File: config.mk
export PLATFORM = sky130hd
export DESIGN_NAME = search_delete_list_core
export DESIGN_NICKNAME = d
export VERILOG_FILES = /design/src/rtl/core/sdl_pkg.sv /design/src/rtl/core/sdl_cell.sv /design/src/rtl/core/sdl_prefix.sv /design/src/rtl/core/search_delete_list_core.sv
export SDC_FILE = /design/constraint.sdc
export NUM_CORES = 1
export LEC_CHECK = 0
export BUFFER_PORTS_ARGS = -buffer_cell sky130_fd_sc_hd__buf_2
export CAP_MARGIN = 10
export CORE_ASPECT_RATIO = 0.7
export CORE_MARGIN = 2
export CORE_UTILIZATION = 65
export DETAILED_ROUTE_END_ITERATION = 8
export PLACE_DENSITY = 0.82
export SETUP_SLACK_MARGIN = 0.15
export SYNTH_ARGS = -nofsm -noshare
export SYNTH_HDL_FRONTEND = slang
export SYNTH_SLANG_ARGS = --single-unit
export TNS_END_PERCENT = 5
File: constraint.sdc
create_clock -name i_clk -period 8 [get_ports i_clk]
set_input_delay 0.8 -clock i_clk [delete_from_list [all_inputs] [get_ports i_clk]]
set_output_delay 0.8 -clock i_clk [all_outputs]
set_load 0.05 [all_outputs]
File: src/rtl/core/sdl_pkg.sv
// ----------------------------------------------------------------------------
// sdl_pkg
// Shared types, codes and sizes for the search/delete list core.
// ----------------------------------------------------------------------------
package sdl_pkg;

    localparam int DATA_W       = 32;
    localparam int ACTION_W     = 2;
    localparam int STATUS_W     = 2;
    localparam int ENTRY_W      = 5;
    localparam int DEF_LIST_DEPTH = 16;

    // request actions
    localparam logic [ACTION_W-1:0] ACT_INSERT = 2'd0;
    localparam logic [ACTION_W-1:0] ACT_DELETE = 2'd1;
    localparam logic [ACTION_W-1:0] ACT_SEARCH = 2'd2;

    // response status
    localparam logic [STATUS_W-1:0] ST_DONE = 2'd0;
    localparam logic [STATUS_W-1:0] ST_MISS = 2'd1;
    localparam logic [STATUS_W-1:0] ST_FULL = 2'd2;

    typedef struct packed {
        logic [ACTION_W-1:0]      action;
        logic signed [DATA_W-1:0] key_value;
    } t_req;

    typedef struct packed {
        logic [STATUS_W-1:0]      status;
        logic signed [DATA_W-1:0] found_value;
        logic [ENTRY_W-1:0]       entry_count;
    } t_rsp;

    // per-cell control, broadcast along the chain
    typedef struct packed {
        logic cmp;   // register match against the incoming key
        logic ins;   // shift one place toward the tail
        logic del;   // close the gap from the tail side, where selected
    } t_cell_ctl;

endpackage

File: src/rtl/core/sdl_cell.sv
// ----------------------------------------------------------------------------
// sdl_cell
// One list slot: holds a value, registers its match flag, shifts with its
// neighbours on insert and delete.
// ----------------------------------------------------------------------------
module sdl_cell
    import sdl_pkg::*;
(
    input  logic                     i_clk,
    input  logic                     i_rst_n,
    input  t_cell_ctl                i_ctl,
    input  logic                     i_occ,
    input  logic signed [DATA_W-1:0] i_key,
    input  logic signed [DATA_W-1:0] i_left,
    input  logic signed [DATA_W-1:0] i_right,
    input  logic                     i_sel,
    output logic signed [DATA_W-1:0] o_value,
    output logic                     o_match
);

    logic signed [DATA_W-1:0] r_value;
    logic                     r_match;

    always_ff @(posedge i_clk) begin
        if (i_ctl.ins) begin
            r_value <= i_left;
        end else if (i_ctl.del && i_sel) begin
            r_value <= i_right;
        end
    end

    always_ff @(posedge i_clk) begin
        if (!i_rst_n) begin
            r_match <= 1'b0;
        end else if (i_ctl.cmp) begin
            r_match <= i_occ && (r_value == i_key);
        end
    end

    assign o_value = r_value;
    assign o_match = r_match;

endmodule

File: src/rtl/core/sdl_prefix.sv
// ----------------------------------------------------------------------------
// sdl_prefix
// Inclusive prefix OR over the cell match flags (log-depth network).
// ----------------------------------------------------------------------------
module sdl_prefix #(
    parameter int N = 16
) (
    input  logic [N-1:0] i_bits,
    output logic [N-1:0] o_pre
);

    localparam int LV = (N > 1) ? $clog2(N) : 1;

    wire [N-1:0] w_lvl [0:LV];

    assign w_lvl[0] = i_bits;

    for (genvar k = 0; k < LV; k++) begin : g_lvl
        for (genvar i = 0; i < N; i++) begin : g_bit
            if (i >= (1 << k)) begin : g_or
                assign w_lvl[k+1][i] = w_lvl[k][i] | w_lvl[k][i-(1<<k)];
            end else begin : g_pass
                assign w_lvl[k+1][i] = w_lvl[k][i];
            end
        end
    end

    assign o_pre = w_lvl[LV];

endmodule

File: src/rtl/core/search_delete_list_core.sv
// ----------------------------------------------------------------------------
// search_delete_list_core
// Bounded newest-first list of 32-bit values with insert, delete and search.
// ----------------------------------------------------------------------------
// Usage:
//   Request channel (i_req_valid / o_req_stall / i_req) carries an action and
//   a key. Response channel (o_rsp_valid / i_rsp_stall / o_rsp) returns one
//   response per request: status, found value, entries held afterwards.
//   Each request is a compare step and then an update step: at accept, every
//   cell of the chain registers a match flag and the busy flag is set; while
//   busy, the shift is applied and the response register is loaded, so a new
//   request is not taken on the cell chain before the last one is through.
//   The response turns valid as the response register is loaded.
//   A new request is held off while one is in flight, and while a response
//   waits under stall (the response register must be free to take the next).
//   While stalled the response holds steady.
//   Reset empties the list (count to zero) and clears both channels;
//   cell contents are left as they are and are never read beyond the count.
//   Action code 3 is answered with not-found and no change.
// ----------------------------------------------------------------------------
module search_delete_list_core
    import sdl_pkg::*;
#(
    parameter int LIST_DEPTH = DEF_LIST_DEPTH
) (
    input  logic i_clk,
    input  logic i_rst_n,
    input  logic i_req_valid,
    output logic o_req_stall,
    input  t_req i_req,
    output logic o_rsp_valid,
    input  logic i_rsp_stall,
    output t_rsp o_rsp
);

    localparam int CW = $clog2(LIST_DEPTH + 1);

    // control
    logic                     r_busy;
    logic [ACTION_W-1:0]      r_act;
    logic signed [DATA_W-1:0] r_key;
    logic [CW-1:0]            r_count, n_count;
    logic                     r_rsp_valid;
    t_rsp                     r_rsp, n_rsp;

    logic                     w_acc;
    logic                     w_hit;
    logic                     w_full;
    t_cell_ctl                w_ctl;

    // chain wiring
    logic signed [DATA_W-1:0] w_val   [LIST_DEPTH];
    logic [LIST_DEPTH-1:0]    w_match;
    logic [LIST_DEPTH-1:0]    w_pre;

    assign o_req_stall = r_busy | (r_rsp_valid & i_rsp_stall);
    assign w_acc       = i_req_valid & ~o_req_stall;

    assign w_hit  = w_pre[LIST_DEPTH-1];
    assign w_full = (r_count == CW'(LIST_DEPTH));

    // execute cycle: decide shift and response
    always_comb begin
        w_ctl     = '0;
        w_ctl.cmp = w_acc;
        n_count   = r_count;
        n_rsp     = '0;
        n_rsp.status = ST_MISS;
        case (r_act)
            ACT_INSERT: begin
                if (w_full) begin
                    n_rsp.status = ST_FULL;
                end else begin
                    w_ctl.ins    = r_busy;
                    n_count      = r_count + CW'(1);
                    n_rsp.status = ST_DONE;
                end
            end
            ACT_DELETE: begin
                if (w_hit) begin
                    w_ctl.del    = r_busy;
                    n_count      = r_count - CW'(1);
                    n_rsp.status = ST_DONE;
                end
            end
            ACT_SEARCH: begin
                if (w_hit) begin
                    // a hit means the held value equals the key
                    n_rsp.found_value = r_key;
                    n_rsp.status      = ST_DONE;
                end
            end
            default: begin
                n_rsp.status = ST_MISS;
            end
        endcase
        n_rsp.entry_count = ENTRY_W'(n_count);
    end

    always_ff @(posedge i_clk) begin
        if (!i_rst_n) begin
            r_busy      <= 1'b0;
            r_count     <= '0;
            r_rsp_valid <= 1'b0;
        end else begin
            if (r_busy) begin
                r_busy      <= 1'b0;
                r_count     <= n_count;
                r_rsp_valid <= 1'b1;
            end else begin
                if (w_acc) begin
                    r_busy <= 1'b1;
                end
                if (r_rsp_valid && !i_rsp_stall) begin
                    r_rsp_valid <= 1'b0;
                end
            end
        end
    end

    // payload
    always_ff @(posedge i_clk) begin
        if (w_acc) begin
            r_act <= i_req.action;
            r_key <= i_req.key_value;
        end
        if (r_busy) begin
            r_rsp <= n_rsp;
        end
    end

    assign o_rsp_valid = r_rsp_valid;
    assign o_rsp       = r_rsp;

    // cell chain: slot 0 is the head
    for (genvar i = 0; i < LIST_DEPTH; i++) begin : g_cell
        logic signed [DATA_W-1:0] w_left;
        logic signed [DATA_W-1:0] w_right;
        logic                     w_occ;

        if (i == 0) begin : g_head
            assign w_left = r_key;
        end else begin : g_mid_l
            assign w_left = w_val[i-1];
        end

        if (i == LIST_DEPTH - 1) begin : g_tail
            assign w_right = w_val[i];
        end else begin : g_mid_r
            assign w_right = w_val[i+1];
        end

        assign w_occ = (r_count > CW'(i));

        sdl_cell u_cell (
            .i_clk   (i_clk),
            .i_rst_n (i_rst_n),
            .i_ctl   (w_ctl),
            .i_occ   (w_occ),
            .i_key   (i_req.key_value),
            .i_left  (w_left),
            .i_right (w_right),
            .i_sel   (w_pre[i]),
            .o_value (w_val[i]),
            .o_match (w_match[i])
        );
    end

    // first-match select: cells at and behind the first match close the gap
    sdl_prefix #(
        .N (LIST_DEPTH)
    ) u_prefix (
        .i_bits (w_match),
        .o_pre  (w_pre)
    );

endmodule

==> results.toml <==
[run_status]
status = "finished, final reports clean"

[hold_path]
hold_class = "in -> reg"
hold_depth = 1
min_from = "i_req[33]"
min_to = "r_act[1]"

[timing]
worst_pin_slew_ns = 1.484
slew_headroom_pct = 1.036
rsz0062_at_grt = "false"
skew_ns = 0.02126
fin_crit_ns = 4.357
slew_viol_final = 0
finalHoldViolCount = 0
setup_slack_ns = 3.643
fin_setup_tns_ns = 0
setup_viol = 0
period_share_pct = 54.47
fmax_ghz = 0.2295

[pwr]
p_int_mw = 5.217
powerDensity_nw_per_um2 = 205.3
seq_power_share_pct = 52.5
swShare_pct = 24.45
ir_drop_v = 0.0001921
comb_power_share_pct = 8.0
p_sw_mw = 1.688
power_leakage_nw = 13.15
clockPowerShare_pct = 39.5

[global_routing]
grt_pass1_vias = 22530
antenna_found_initial = 1
grt_max_degree = 266
grt_use_total_pct = 40.02
overflow = 0
grt_pass1_wl_um = 145600

[clock_tree]
clk_path_buf_depth = 3
cts_tree = "done"
post_cts_buffers = 0
root_buffer = "clkbuf_16"
numClockSinks = 608
holdBufCountCts = 0
clk_latency_ns = 0.63
htreeDepth = 2
cts_resized = 0
path_clk_slew_ns = 0.07
cts_buffers = 57

[cells_and_area]
final_area_sq_um = 33630
area_delta_synth_final_pct = 8.309
nFillCells = 3320
final_cell_mix = "1,468 x nand2_1, 585 x edfxtp_1, 292 x xnor2_1, 220 x xor2_1, 86 x nand4_1"
nNetsFinal = 3147
final_common_cell = "nand2_1"
drive_gt1_share_pct = 7.973

[die]
die_h_um = 186.9
die-area_sq_um = 49560
start_util_pct = 66.31
core_sq_um = 46820
rows = 66
io_pins = 79
die_w_um = 265.2

[logic_synthesis]
ys.warnings.count = 0
ys_ff_latch = 608
syn_nets = 3161
netlist_area_sq_um = 31050
synth.distinct_cells = 58
yosysSeqAreaShare_pct = 58.06
async_flop_share_pct = 0
synth_area_per_cell_sq_um = 9.961
ys.flop_type = "edfxtp_1"
synth_edf_count = 585
netlist_instances = 3117

[setup_path]
worst-r2r-setup-slack_ns = 3.64
cp-start-kind = "register"
worst-path-max-fanout = 110
reg2regPathDepth = 8
required_ns = 8.32
critPathArrivalTime_ns = 4.68
worstReg2RegEnd = "g_cell[8].u_cell.o_value[12]"
crit_type = "reg -> reg"
critPathCaptureType = "register"
r2r_start = "r_count[1]"

[drt]
dr.pass1.iters = 9
vias = 24510
drt_wl_total_um = 100100
drt-initial-drc-count = 5127
wl_per_cell_um = 26.61
drc = 0
viasPerCell = 6.517
ant_nets = 0

[placement]
pre_cts_ws_ns = 3.854
placed_cell_area_sq_um = 31820
io_buffers = 78
gp_congestion = 1.019
dp_hpwl_um = 67290

[run]
cap_violations = 0
[cells in the mapped netlist, types with 3 or more instances]
library cell,number,area (sq um)
ha_1,6,75.07
a211oi_1,4,30.03
inv_1,13,48.80
xor2_1,220,1927
buf_2,22,110.1
a22o_1,6,52.55
o31ai_1,3,22.52
nor4_1,73,456.7
nand4_1,86,538.0
dfxtp_1,23,460.4
and2_4,30,262.8
nor2_1,14,52.55
a311oi_1,4,35.03
and2_1,4,25.02
and3_1,3,18.77
nor3_1,16,80.08
buf_1,17,63.81
edfxtp_1,585,17570
a21oi_1,6,30.03
clkbuf_1,145,544.3
o21ai_0,23,115.1
nor2b_1,3,18.77
buf_6,3,33.78
nand2_1,1468,5510
nand3_1,9,45.04
xnor2_1,292,2557
[how the worst max path moves through the flow]
stage,startpoint,end,slack (ns),cells after the start
floorplan,r_busy,g_cell[7].u_cell.o_value[0],3.05,6
detailed placement,r_count[1],g_cell[9].u_cell.o_value[31],3.85,8
global placement,r_count[1],g_cell[9].u_cell.o_value[14],4.02,8
global route,r_count[1],g_cell[9].u_cell.o_value[31],3.36,8
finish,r_count[1],g_cell[8].u_cell.o_value[12],3.64,8
CTS,r_count[1],g_cell[9].u_cell.o_value[31],3.82,8
[registers in the layout, summed over array words and instances (netlist names)]
register	count
g_cell.w_left	32
r_act	2
o_rsp	39
o_rsp_valid	1
r_count	5
g_cell.u_cell.o_match	16
g_cell.u_cell.o_value	512
r_busy	1
[routing by layer]
layer | wire length [um] | global-route usage [%] | vias up | part of all wire, %
met2 | 38900 | 52.00 | 2369 | 39
li1 | - | - | 10300 | -
met4 | 3442 | 12.04 | 0 | 3.4
met3 | 20990 | 19.15 | 244 | 21
met1 | 36740 | 59.04 | 11600 | 37
met5 | 0 | 0 | - | 0
[cells by family (layout without fill, tap and decap cells)]
group	after synthesis	after routing	share of synthesized area, %
simple gates	1721	1721	23.05
flops	608	608	58.06
xor+xnor	512	512	14.44
compound gates	68	68	1.596
fa+ha+maj	6	6	0.2418
buf+inv	202	233	2.603
other cells	0	1	0
[worst max-delay path, cell delays in order, from the launching register on]
cell and delay, ns:
dfxtp_1 0.41, inv_1 0.25, ha_1 0.23, nand4bb_1 0.31
nand3_4 0.67, buf_4 0.67, buf_4 0.97, o21ai_2 0.13
buf_4 0.31
[metrics by stage]
stage	cells	hold slack, ns	utilization, %	power, mW
final	3761	0.3595	71.82	6.905
after global routing	3760	0.3492	71.82	7.043
after CTS	3760	0.3353	71.82	6.870
after detailed placement	3656	0.4247	67.95	4.209
after global placement	3656	0.4259	67.95	4.193
after floorplan	3117	0.4074	-	4.022
[power by group through the flow]
stage / logic [mW] / clock network [mW] / registers (mW)
2_1_floorplan: 0.332 / 0 / 3.69
3_3_place_gp: 0.508 / 0 / 3.69
3_5_place_dp: 0.521 / 0 / 3.69
4_1_cts: 0.526 / 2.72 / 3.62
5_1_grt: 0.574 / 2.84 / 3.63
6_report: 0.551 / 2.73 / 3.63
[final cells by class]
type | instances | area [sq um] | share of cell area, %
Multi-Input combinational cell | 2307 | 12270 | 36.50
Tap cell | 612 | 765.7 | 2.277
Timing Repair Buffer | 114 | 685.7 | 2.039
Sequential cell | 608 | 18030 | 53.61
Clock buffer | 71 | 1521 | 4.524
Inverter | 15 | 63.81 | 0.1898
Antenna cell | 1 | 2.502 | 0.007441
Clock inverter | 33 | 286.5 | 0.8520
(Power assumes the default switching activity.)
